File: src/rtl/core/rfeht_pkg.sv
// shared types and constants for the rf energy history tracker
// no dependencies, imported by every module of the block
package rfeht_pkg;

    localparam int HISTORY_DEPTH_DEF   = 120;
    localparam int CHANNEL_COUNT       = 128;
    localparam int SAMPLES_PER_MEASURE = 5;

    localparam int DET_W   = 5;
    localparam int AGE_W   = 7;
    localparam int VAL_W   = 4;
    localparam int CHAN_W  = 7;
    localparam int WPOS_W  = 7;
    localparam int OPC_W   = 2;
    localparam int S_DATA_W = 16;
    localparam int M_DATA_W = 24;

    localparam logic [VAL_W-1:0] CAP_RESET = 4'd10;

    localparam logic [OPC_W-1:0] OPC_MEASURE = 2'd0;
    localparam logic [OPC_W-1:0] OPC_CH_UP   = 2'd1;
    localparam logic [OPC_W-1:0] OPC_CH_DOWN = 2'd2;
    localparam logic [OPC_W-1:0] OPC_READ    = 2'd3;

    typedef enum logic [1:0] {
        UOP_MIN    = 2'd0,
        UOP_MAX    = 2'd1,
        UOP_ADDMOD = 2'd2
    } uop_t;

endpackage

File: src/rtl/core/rfeht_alu.sv
// shared compare / add unit: min, max and add modulo history depth
// depends on rfeht_pkg
module rfeht_alu
    import rfeht_pkg::*;
#(
    parameter int W             = 8,
    parameter int HISTORY_DEPTH = HISTORY_DEPTH_DEF
) (
    input  logic [W-1:0] a,
    input  logic [W-1:0] b,
    input  uop_t         mode,
    output logic [W-1:0] result,
    output logic         gt
);

    logic [W:0] sum;
    logic [W:0] wrapped;

    assign gt      = a > b;
    assign sum     = {1'b0, a} + {1'b0, b};
    assign wrapped = sum - (W+1)'(HISTORY_DEPTH);

    always_comb begin
        unique case (mode)
            UOP_MIN:    result = gt ? b : a;
            UOP_MAX:    result = gt ? a : b;
            UOP_ADDMOD: result = (sum >= (W+1)'(HISTORY_DEPTH)) ? wrapped[W-1:0] : sum[W-1:0];
            default:    result = a;
        endcase
    end

endmodule

File: src/rtl/core/rf_energy_history_tracker.sv
// rf energy history tracker top level: sequencer, history memory, output register
// depends on rfeht_pkg and rfeht_alu
//
// channel   | port group             | contents (lowest bit first)
// ----------+------------------------+------------------------------------------------
// input     | s_tvalid/tready/tdata  | tdata: detector_bits[4:0], age[11:5]; tuser: opcode
// result    | m_tvalid/tready/tdata  | strength[3:0], peak[7:4], channel[14:8], wpos[21:15]
// config    | cfg_wen/cfg_wdata      | strength_cap
//
// one word at a time, from accept through DECODE, then WRITE (measure) or RADDR, RDATA (read), to DONE
// a measure that writes slot zero without raising the peak walks the history through
// the shared compare unit in ST_SWEEP and ST_DRAIN, one memory read per cycle
// reset and channel changes clear the history valid bits at once, no clearing pass
// s_tready is low while a word is in work or its result cannot enter the output register
module rf_energy_history_tracker
    import rfeht_pkg::*;
#(
    parameter int HISTORY_DEPTH = HISTORY_DEPTH_DEF
) (
    input  logic                aclk,
    input  logic                aresetn,
    input  logic                s_tvalid,
    output logic                s_tready,
    input  logic [S_DATA_W-1:0] s_tdata,   // detector_bits, age
    input  logic [OPC_W-1:0]    s_tuser,   // opcode
    output logic                m_tvalid,
    input  logic                m_tready,
    output logic [M_DATA_W-1:0] m_tdata,   // strength, peak, channel, write_position
    input  logic                cfg_wen,
    input  logic [VAL_W-1:0]    cfg_wdata
);

    localparam int AW = (HISTORY_DEPTH > 1) ? $clog2(HISTORY_DEPTH) : 1;
    localparam int UW = (AW > AGE_W) ? AW : AGE_W;

    typedef enum logic [7:0] {
        ST_IDLE   = 8'b0000_0001,
        ST_DECODE = 8'b0000_0010,
        ST_WRITE  = 8'b0000_0100,
        ST_SWEEP  = 8'b0000_1000,
        ST_DRAIN  = 8'b0001_0000,
        ST_RADDR  = 8'b0010_0000,
        ST_RDATA  = 8'b0100_0000,
        ST_DONE   = 8'b1000_0000
    } state_t;

    state_t              state_reg, state_next;
    logic [OPC_W-1:0]    opcode_reg, opcode_next;
    logic [DET_W-1:0]    bits_reg, bits_next;
    logic [AGE_W-1:0]    age_reg, age_next;
    logic [VAL_W-1:0]    cap_reg, cap_next;
    logic [VAL_W-1:0]    value_reg, value_next;
    logic [VAL_W-1:0]    peak_reg, peak_next;
    logic [VAL_W-1:0]    acc_reg, acc_next;
    logic [CHAN_W-1:0]   chan_reg, chan_next;
    logic [AW-1:0]       slot_reg, slot_next;
    logic [AW-1:0]       asat_reg, asat_next;
    logic [AW-1:0]       cnt_reg, cnt_next;
    logic                dv_reg, dv_next;
    logic                m_tvalid_reg, m_tvalid_next;
    logic [M_DATA_W-1:0] m_tdata_reg, m_tdata_next;

    logic [VAL_W-1:0]         mem [HISTORY_DEPTH];
    logic [HISTORY_DEPTH-1:0] valid_reg;
    logic [VAL_W-1:0]         rd_data_reg;
    logic [AW-1:0]            rd_addr;
    logic                     mem_we;
    logic                     hist_clear;

    logic [2:0]       hits;
    logic [VAL_W-1:0] hits2;
    logic [AW-1:0]    slot_adv;

    logic [UW-1:0] u_a, u_b, u_res;
    uop_t          u_mode;
    logic          u_gt;

    rfeht_alu #(
        .W             (UW),
        .HISTORY_DEPTH (HISTORY_DEPTH)
    ) u_alu (
        .a      (u_a),
        .b      (u_b),
        .mode   (u_mode),
        .result (u_res),
        .gt     (u_gt)
    );

    assign s_tready = (state_reg == ST_IDLE);
    assign m_tvalid = m_tvalid_reg;
    assign m_tdata  = m_tdata_reg;

    always_comb begin
        hits = '0;
        for (int i = 0; i < DET_W; i++) begin
            if (i < SAMPLES_PER_MEASURE) begin
                hits = hits + 3'(bits_reg[i]);
            end
        end
        hits2 = {hits, 1'b0};
    end

    assign slot_adv = (slot_reg == AW'(HISTORY_DEPTH - 1)) ? '0 : slot_reg + 1'b1;

    // shared unit operand selection
    always_comb begin
        u_a    = '0;
        u_b    = '0;
        u_mode = UOP_MIN;
        unique case (state_reg)
            ST_DECODE: begin
                if (opcode_reg == OPC_MEASURE) begin
                    u_a = UW'(hits2);
                    u_b = UW'(cap_reg);
                end else begin
                    u_a = UW'(age_reg);
                    u_b = UW'(HISTORY_DEPTH - 1);
                end
            end
            ST_WRITE: begin
                u_a    = UW'(value_reg);
                u_b    = UW'(peak_reg);
                u_mode = UOP_MAX;
            end
            ST_SWEEP, ST_DRAIN: begin
                u_a    = UW'(acc_reg);
                u_b    = UW'(rd_data_reg);
                u_mode = UOP_MAX;
            end
            ST_RADDR: begin
                u_a    = UW'(slot_reg);
                u_b    = UW'(asat_reg);
                u_mode = UOP_ADDMOD;
            end
            default: begin
                u_mode = UOP_MIN;
            end
        endcase
    end

    // sequencer
    always_comb begin
        state_next    = state_reg;
        opcode_next   = opcode_reg;
        bits_next     = bits_reg;
        age_next      = age_reg;
        cap_next      = cfg_wen ? cfg_wdata : cap_reg;
        value_next    = value_reg;
        peak_next     = peak_reg;
        acc_next      = acc_reg;
        chan_next     = chan_reg;
        slot_next     = slot_reg;
        asat_next     = asat_reg;
        cnt_next      = cnt_reg;
        dv_next       = dv_reg;
        m_tvalid_next = m_tvalid_reg && !m_tready;
        m_tdata_next  = m_tdata_reg;
        rd_addr       = slot_reg;
        mem_we        = 1'b0;
        hist_clear    = 1'b0;

        unique case (state_reg)
            ST_IDLE: begin
                if (s_tvalid) begin
                    opcode_next = s_tuser;
                    bits_next   = s_tdata[DET_W-1:0];
                    age_next    = s_tdata[DET_W+AGE_W-1:DET_W];
                    state_next  = ST_DECODE;
                end
            end
            ST_DECODE: begin
                unique case (opcode_reg)
                    OPC_MEASURE: begin
                        value_next = VAL_W'(u_res);
                        state_next = ST_WRITE;
                    end
                    OPC_READ: begin
                        asat_next  = AW'(u_res);
                        state_next = ST_RADDR;
                    end
                    OPC_CH_UP: begin
                        chan_next  = (chan_reg < CHAN_W'(CHANNEL_COUNT - 1)) ?
                                     chan_reg + 1'b1 : '0;
                        hist_clear = 1'b1;
                        peak_next  = '0;
                        slot_next  = '0;
                        value_next = '0;
                        state_next = ST_DONE;
                    end
                    OPC_CH_DOWN: begin
                        chan_next  = (chan_reg != '0) ?
                                     chan_reg - 1'b1 : CHAN_W'(CHANNEL_COUNT - 1);
                        hist_clear = 1'b1;
                        peak_next  = '0;
                        slot_next  = '0;
                        value_next = '0;
                        state_next = ST_DONE;
                    end
                    default: begin
                        state_next = ST_DONE;
                    end
                endcase
            end
            ST_WRITE: begin
                mem_we = 1'b1;
                if (u_gt) begin
                    peak_next  = value_reg;
                    slot_next  = slot_adv;
                    state_next = ST_DONE;
                end else if (slot_reg == '0) begin
                    acc_next   = '0;
                    cnt_next   = '0;
                    dv_next    = 1'b0;
                    state_next = ST_SWEEP;
                end else begin
                    slot_next  = slot_adv;
                    state_next = ST_DONE;
                end
            end
            ST_SWEEP: begin
                rd_addr = cnt_reg;
                if (dv_reg) begin
                    acc_next = VAL_W'(u_res);
                end
                dv_next = 1'b1;
                if (cnt_reg == AW'(HISTORY_DEPTH - 1)) begin
                    state_next = ST_DRAIN;
                end else begin
                    cnt_next = cnt_reg + 1'b1;
                end
            end
            ST_DRAIN: begin
                peak_next  = VAL_W'(u_res);
                slot_next  = slot_adv;
                state_next = ST_DONE;
            end
            ST_RADDR: begin
                rd_addr    = AW'(u_res);
                state_next = ST_RDATA;
            end
            ST_RDATA: begin
                value_next = rd_data_reg;
                state_next = ST_DONE;
            end
            ST_DONE: begin
                if (!m_tvalid_reg || m_tready) begin
                    m_tvalid_next = 1'b1;
                    m_tdata_next  = {2'b00, WPOS_W'(slot_reg), chan_reg, peak_reg, value_reg};
                    state_next    = ST_IDLE;
                end
            end
            default: begin
                state_next = ST_IDLE;
            end
        endcase
    end

    always_ff @(posedge aclk) begin
        if (!aresetn) begin
            state_reg    <= ST_IDLE;
            cap_reg      <= CAP_RESET;
            peak_reg     <= '0;
            chan_reg     <= '0;
            slot_reg     <= '0;
            dv_reg       <= 1'b0;
            m_tvalid_reg <= 1'b0;
        end else begin
            state_reg    <= state_next;
            cap_reg      <= cap_next;
            peak_reg     <= peak_next;
            chan_reg     <= chan_next;
            slot_reg     <= slot_next;
            dv_reg       <= dv_next;
            m_tvalid_reg <= m_tvalid_next;
        end
    end

    always_ff @(posedge aclk) begin
        opcode_reg  <= opcode_next;
        bits_reg    <= bits_next;
        age_reg     <= age_next;
        value_reg   <= value_next;
        acc_reg     <= acc_next;
        asat_reg    <= asat_next;
        cnt_reg     <= cnt_next;
        m_tdata_reg <= m_tdata_next;
    end

    // history memory, entries without a valid bit read as zero
    always_ff @(posedge aclk) begin
        if (mem_we) begin
            mem[slot_reg] <= value_reg;
        end
        rd_data_reg <= valid_reg[rd_addr] ? mem[rd_addr] : '0;
    end

    always_ff @(posedge aclk) begin
        if (!aresetn || hist_clear) begin
            valid_reg <= '0;
        end else if (mem_we) begin
            valid_reg[slot_reg] <= 1'b1;
        end
    end

endmodule

File: config.mk
export PLATFORM = sky130hd
export DESIGN_NAME = rf_energy_history_tracker
export DESIGN_NICKNAME = d
export VERILOG_FILES = /design/src/rtl/core/rfeht_pkg.sv /design/src/rtl/core/rfeht_alu.sv /design/src/rtl/core/rf_energy_history_tracker.sv
export SDC_FILE = /design/constraint.sdc
export NUM_CORES = 1
export LEC_CHECK = 0
export CORE_MARGIN = 5
export CORE_UTILIZATION = 45
export CTS_CLUSTER_SIZE = 28
export DETAILED_ROUTE_END_ITERATION = 8
export DONT_BUFFER_PORTS = 1
export HOLD_SLACK_MARGIN = 0.05
export PLACE_DENSITY = 0.57
export SETUP_SLACK_MARGIN = 0.05
export SYNTH_ARGS = -nofsm -noshare
export SYNTH_HDL_FRONTEND = slang
export SYNTH_SLANG_ARGS = --single-unit
File: constraint.sdc
create_clock -name aclk -period 7 [get_ports aclk]
set_clock_uncertainty 0.15 [all_clocks]
set_input_delay 0.7 -clock aclk [delete_from_list [all_inputs] [get_ports aclk]]
set_output_delay 0.7 -clock aclk [all_outputs]
set_load 0.02 [all_outputs]
# After elaboration in Yosys (flattened, before gate mapping)
# Memories as Yosys holds them, arrays and structs flattened. A register that Yosys moved wholly into a read port is not among the register bits.
# Index checks and enable logic that the tools add are counted.
[classes]
muxes = 52
n_reduce_logical = 31
magnitude_cmp = 6
n_eq_ne = 26
addsub = 10
n_bitwise = 1
[ops]
columns = ["op", "n"]
rows = [
  ["$or 120x120->120", 1],
  ["$mux 7", 14],
  ["$pmux 7 s4", 2],
  ["$pmux 8 s7", 1],
  ["$pmux 7 s2", 3],
  ["$pmux 7 s3", 2],
  ["$mux 8", 5],
  ["$pmux 4 s2", 3],
  ["$pmux 8 s3", 1],
  ["$add 7x1->7 const B", 3],
  ["$mux 4", 5],
  ["$lt 7x8->1 const B", 2],
  ["$ne 2x2->1 const B", 8],
  ["$eq 7x7->1 const B", 2],
  ["$pmux 4 s3", 1],
  ["$reduce_and 3->1", 4],
  ["$mux 1", 11],
  ["$reduce_and 2->1", 5],
  ["$add 7x7->8", 1],
  ["$eq 8x1->1 const B", 1],
  ["$eq 8x2->1 const B", 1],
  ["$eq 8x3->1 const B", 1],
  ["$eq 8x4->1 const B", 1],
  ["$eq 8x5->1 const B", 1],
  ["other kinds (32)", 47],
]
[totals]
mem_bits_rw = 480
n_memories = 1
register_bits = 210
inputBits = 27
[mem_list]
columns = ["name", "depth", "width", "rd", "rd_ports_with_merged_regs", "write_ports", "line_no", "source"]
rows = [
  ["mem", 120, 4, 1, 1, 1, "rf_energy_history_tracker.sv:63", "logic [VAL_W-1:0] mem [HISTORY_DEPTH];"],
]

# Logic depth before layout (Yosys ltp)
[depth]
ltp_word = 14
mapped_depth = 26
depth_no_buf = 23

# Cells and area by module
# A second synthesis with hierarchy kept.
[hier_totals]
cells_unflattened = 2500
hier_area_um2 = 29477.0
[by_module_without_submodules]
columns = ["module", "n_inst", "area_per_inst_um2", "seq_area_each_um2", "cells_per_inst"]
rows = [
  ["rf_energy_history_tracker", 1, 28534.9, 19278.5, 2369],
  ["rfeht_alu", 1, 942.2, 0.0, 131],
]

# Worst setup path after synthesis
# Ideal clock, no wire load.
[synth_timing]
kind = "register to register"
startpoint = "register value_reg[1]"
endpoint = "register rd_data_reg[0] (read register of mem)"
n_path_buf = 2
synth_period_minus_slack_ns = 5.603
path_slack_ns = 1.397
arrival_time_ns = 5.383
required_ns = 6.780
stages_incl_launch_ff = 17
cell_sequence = "edfxtp_1 > a222oi_1 > o21ai_0 > inv_1 > fa_1 > nor3_1 > nor3_2 > xnor2_1 > inv_1 > ha_1 > o21bai_1 > a21oi_4 > buf_2 > buf_2 > a311oi_1 > a211o_1 > a21oi_1"
[synth_via]
elab_chain_cells = 9
[synth_rtl]
columns = ["element", "line_no", "source"]
rows = [
  ["start: declaration", "rf_energy_history_tracker.sv:52", "logic [VAL_W-1:0] value_reg, value_next;"],
  ["start signal: assignment", "rf_energy_history_tracker.sv:282", "value_reg <= value_next;"],
  ["$pmux 7 s4 (*)", "rf_energy_history_tracker.sv:110", "unique case (state_reg)"],
  ["$add 7x7->8", "rfeht_alu.sv:20", "assign sum = {1'b0, a} + {1'b0, b};"],
  ["$sub 7x7->7 / $ge 8x7->1 (equally long branches)", "rfeht_alu.sv:21, rfeht_alu.sv:27", ""],
  ["$mux 7", "rfeht_alu.sv:27", "UOP_ADDMOD: result = (sum >= (W+1)'(HISTORY_DEPTH)) ? wrapped[W-1:0] : sum[W-1:0];"],
  ["$pmux 7 s3 (*)", "rfeht_alu.sv:24", "unique case (mode)"],
  ["$pmux 7 s2 (*)", "rf_energy_history_tracker.sv:162", "unique case (state_reg)"],
  ["$bmux 1 s7", "rf_energy_history_tracker.sv:294", "rd_data_reg <= valid_reg[rd_addr] ? mem[rd_addr] : '0;"],
  ["$mux 1 (implied by the code)", "rf_energy_history_tracker.sv:294", ""],
  ["$logic_not 1->1 (no line)", "--", ""],
  ["end: declaration", "rf_energy_history_tracker.sv:65", "logic [VAL_W-1:0] rd_data_reg;"],
]
# Every way passes the cells marked *; elsewhere a longest branch is shown, timed or not. The select of a mux whose other input is x is not followed.
# A chain may end at the register's enable or synchronous reset.

# Final worst setup path
[layout_timing]
startpoint = "register bits_reg[0]"
endpoint = "register rd_data_reg[0] (read register of mem)"
[layout_via]
elab_chain_cells = 14
[layout_rtl]
columns = ["element", "line_no", "source"]
rows = [
  ["start: declaration", "rf_energy_history_tracker.sv:49", "logic [DET_W-1:0] bits_reg, bits_next;"],
  ["start signal: assignment", "rf_energy_history_tracker.sv:280", "bits_reg <= bits_next;"],
  ["$add 1x1->2 (*)", "rf_energy_history_tracker.sv:97", "hits = hits + 3'(bits_reg[i]);"],
  ["$add 2x1->3 (*)", "rf_energy_history_tracker.sv:97", ""],
  ["$add 3x1->3 (*) (2 in a row)", "rf_energy_history_tracker.sv:97", ""],
  ["$mux 7 (*)", "rf_energy_history_tracker.sv:112", "if (opcode_reg == OPC_MEASURE) begin"],
  ["$pmux 7 s4 (*)", "rf_energy_history_tracker.sv:110", ""],
  ["$add 7x7->8", "rfeht_alu.sv:20", ""],
  ["$sub 7x7->7 / $ge 8x7->1 (equally long branches)", "rfeht_alu.sv:21, rfeht_alu.sv:27", ""],
  ["$mux 7", "rfeht_alu.sv:27", ""],
  ["$pmux 7 s3 (*)", "rfeht_alu.sv:24", ""],
  ["$pmux 7 s2 (*)", "rf_energy_history_tracker.sv:162", ""],
  ["$bmux 1 s7", "rf_energy_history_tracker.sv:294", ""],
  ["$mux 1 (implied by the code)", "rf_energy_history_tracker.sv:294", ""],
  ["$logic_not 1->1 (no line)", "--", ""],
]
# Marked as above.

==> metrics.md <==
| Metric | Value |
|---|---|
| Crit path max fanout | 14 |
| I/O pin cnt | between 50 and 60 |
| CTS tree | yes |
| Pleak | 11.80 nW |
| Syn Inst Count | 2642 |
| Full die area | 71210 um2 |
| Hold Vio Cnt, Final | 0 |
| Largest register FFs | 480 |
| CP Class | flip-flop to flip-flop |
| Yosys cell types | 80 |
| Fin. max-slew vios | 0 |
| CTS max path bufs | 3 |
| Largest net degree at the start of global routing | 82 |
| YS warnings | 0 |
| Reg2Reg Setup Slack | around 0.34 ns |
| Worst hold path type | primary input to flip-flop |
| Global-route wire length before repair | 123400 um |
| Placer Congestion | 0.8614 |
| Number of synthesized flops with an enable pin | 538 |
| Final setup TNS | 0 ns |
| Post-DP HPWL | slightly above 50000 um |
| Slew @ Worst Pin | 1.005 ns |
| Area Overhead vs Synth | 12.52% |
| Cell area after synthesis | slightly below 30000 um2 |
| Port-buffer cells | 0 |
| Worst Reg2Reg Path Length in Cells | 22 |
| Minimum clock period | 6.656 ns |
| Gr ovfl total | 0 |
| Buf/Inv on CP | 4 |
| Die H | 266.8 um |
| Filler cells | 5822 |
| Crit path cell chain | inv_1 > fa_1 > inv_1 > fa_1 > ha_1 > mux2_2 > a222oi_1 > o21ai_0 > ha_1 > nor3_1 > nor3_2 > xnor2_1 > inv_1 > ha_1 > o21bai_1 > a21oi_4 > nand2_1 > o32ai_1 > nor4b_1 > buf_4 > o21ai_1 > a21oi_1 |
| DRC Markers | 0 |
| Commonest register cell after synthesis | edfxtp_1 |
| Starting Density | 0.4523 |
| RSZ-0062 raised after global routing | no |
| Hold Path End | slot_reg[2]$_SDFFE_PN0P_ |
| Reg2Reg Launch Point | bits_reg[0]$_DFFE_PP_ |
| Ant. Diodes | 0 |
| Status | finished clean |
| Clock sinks | just under 700 |
| FF-to-FF End | rd_data_reg[0]$_SDFF_PN0_ |
| Core area | 65630 um2 |
| Avg WL per Cell | 22.89 um |
| Critical Path RT | roughly 7.3 ns |
| Layout Nets | around 2700 |
| Slowest CP cell | a21oi_4 |
| Final setup violation count | 0 |
| Max H-tree Level | 3 |
| Peak supply drop | 0.0002059 V |
| Max-Cap Viols | 0 |
| Sequential share of the synthesized area | 0.6494 |
| Worst hold start | aresetn |
| Total Power | slightly below 9 mW |
| CTS buffer count | just under 80 |
| Worst-path clk slew | 0.06 ns |
| CP Data Arrival Time | 6.99 ns |
| Worst skew pair latency | around 0.62 ns |
| Total GRT Usage | 0.2255 |
| Root Buffer | clkbuf_16 |
| PwrDens | roughly 260 nW/um2 |
| FP Rows | 94 |
| Period utilization | 0.9508 |
| Largest stage delay on the critical path | about 0.53 ns |
| CP top delay family | compound AO/OA/AOI/OAI gates |
| DIE WIDTH | 266.8 um |
| Critical Path Sink Type | flip-flop |
| Startpoint Class | flip-flop |
| DRT iter0 DRCs | between 2000 and 2500 |
| Max Freq | 150.2 MHz |
| ANT nets after route | 0 |
| Relative slew margins | 0.3299 |
| Total number of vias | 20600 |
| Detailed Routing Iterations Pass 1 | 6 |
| Total Wirelength | roughly 81000 um |
| Layout cells sized above 1 | 0.08138 |
| Async SR Flop Fraction | 0 |
| Synthesized flop and latch total | 694 |
| Mean Syn Cell Area | 11.24 um2 |
| Hold depth | 1 |
| Via/cell ratio | 5.795 |
| Initial antenna violation count | 0 |
| Vias in the first global route | 19990 |
[cell type report]
cell class | instances | area, um2 | area share
clock buffers | 122 | 2344 | 0.07016
multi-input cells | 1736 | 9540 | 0.2856
flip-flops and latches | 694 | 19280 | 0.5771
inverters | 38 | 142.6 | 0.004270
well taps | 864 | 1081 | 0.03236
clock inverters | 23 | 271.5 | 0.008128
repair buffers | 78 | 745.7 | 0.02232
[kinds of logic (layout without fill, tap and decap cells)]
| logic type | count (synthesis) | after routing | share of synthesized area |
|---|---|---|---|
| other | 1 | 2 | 0.0001263 |
| AO/OA/AOI/OAI | 417 | 417 | 0.1020 |
| AND/OR/NAND/NOR | 1227 | 1227 | 0.1836 |
| flip-flops | 694 | 694 | 0.6494 |
| XOR/XNOR | 16 | 16 | 0.004721 |
| buffers and inverters | 213 | 261 | 0.03165 |
| multiplexers | 45 | 45 | 0.01547 |
| adder cells (fa/ha/maj) | 29 | 29 | 0.01298 |
[placed cells by master, fill, tap and decap left out, types with 14 or more instances in the layout]
cell           count
nand2_1          587
mux2i_1           38
and3_1            29
clkbuf_16         83
ha_1              26
a21oi_1           74
o21ai_0           31
dlygate4sd3_1     19
buf_4             50
a311oi_1          19
dfxtp_1          156
clkbuf_1          27
o21a_1           128
nand3_1          338
inv_1             38
nor2_1           169
a211oi_1          14
a21o_1            20
edfxtp_1         538
a31oi_1           24
[power by group]
part	total [mW]	switching (mW)	internal (mW)	leakage [nW]
combinational	0.282	0.191	0.0914	4.36
clock	4.12	1.63	2.49	1.28
sequential	4.42	0.0109	4.41	6.16
[per-stage QoR]
stage	util	instances	area (um2)	setup WS (ns)	hold slack, ns
2_1_floorplan	-	2643	29690	1.397	0.2564
4_1_cts	0.5089	3555	33400	0.3839	0.05022
5_1_grt	0.5090	3555	33400	0.1099	0.07483
6_report	0.5090	3555	33400	0.3442	0.07269
3_5_place_dp	0.4661	3391	30590	0.4130	0.3027
3_3_place_gp	0.4661	3391	30590	0.5349	0.2951
[worst max-delay path by stage]
stage / startpoint / depth (start not counted) / to
final: bits_reg[0]$_DFFE_PP_ / 22 / rd_data_reg[0]$_SDFF_PN0_
after global routing: bits_reg[0]$_DFFE_PP_ / 22 / rd_data_reg[0]$_SDFF_PN0_
after CTS: bits_reg[0]$_DFFE_PP_ / 21 / rd_data_reg[0]$_SDFF_PN0_
after detailed placement: bits_reg[0]$_DFFE_PP_ / 21 / rd_data_reg[0]$_SDFF_PN0_
after global placement: bits_reg[0]$_DFFE_PP_ / 22 / rd_data_reg[0]$_SDFF_PN0_
after floorplan: value_reg[1]$_DFFE_PP_ / 16 / rd_data_reg[0]$_SDFF_PN0_
[timing repair]
action / 4_1_cts / 5_1_grt
endpoints found under the hold margin: 31 / 0
gates resized for setup: 0 / 1
hold buffers: 19 / 0
endpoints found under the setup margin: 0 / 4
buffers inserted: 0 / 0
[worst reg2reg max path, stage by stage, from the launching register on]
cell      delay, ns
edfxtp_1       0.31
inv_1          0.05
fa_1           0.52
inv_1          0.05
fa_1           0.36
ha_1           0.18
mux2_2         0.27
a222oi_1       0.47
o21ai_0        0.29
ha_1           0.44
nor3_1         0.33
nor3_2         0.11
xnor2_1        0.44
inv_1          0.10
ha_1           0.33
o21bai_1       0.22
a21oi_4        0.53
nand2_1        0.25
o32ai_1        0.40
nor4b_1        0.11
buf_4          0.18
o21ai_1        0.28
a21oi_1        0.13
[per-layer routing]
layer / wire, um / GRT usage
met5: 0 / 0
met4: 2886 / 0.08223
met3: 5062 / 0.03826
met2: 38350 / 0.3676
met1: 35080 / 0.3068
[cell usage after synthesis (12+ instances only)]
| master | n | area, um2 |
|---|---|---|
| edfxtp_1 | 538 | 16160 |
| o21ai_0 | 31 | 155.2 |
| nand3_1 | 338 | 1692 |
| nand2_1 | 588 | 2207 |
| a311oi_1 | 20 | 175.2 |
| buf_2 | 67 | 335.3 |
| a22o_1 | 12 | 105.1 |
| ha_1 | 26 | 325.3 |
| clkbuf_1 | 76 | 285.3 |
| mux2i_1 | 38 | 380.4 |
| nor2_1 | 171 | 641.9 |
| dfxtp_1 | 156 | 3123 |
| a31oi_1 | 25 | 156.4 |
| a21oi_1 | 74 | 370.4 |
| a21o_1 | 20 | 150.1 |
| a211oi_1 | 14 | 105.1 |
| and3_1 | 29 | 181.4 |
| nand4_1 | 12 | 75.07 |
| o21a_1 | 128 | 960.9 |
| inv_1 | 38 | 142.6 |
| buf_1 | 19 | 71.32 |
Power figures use the tool's default switching activity.
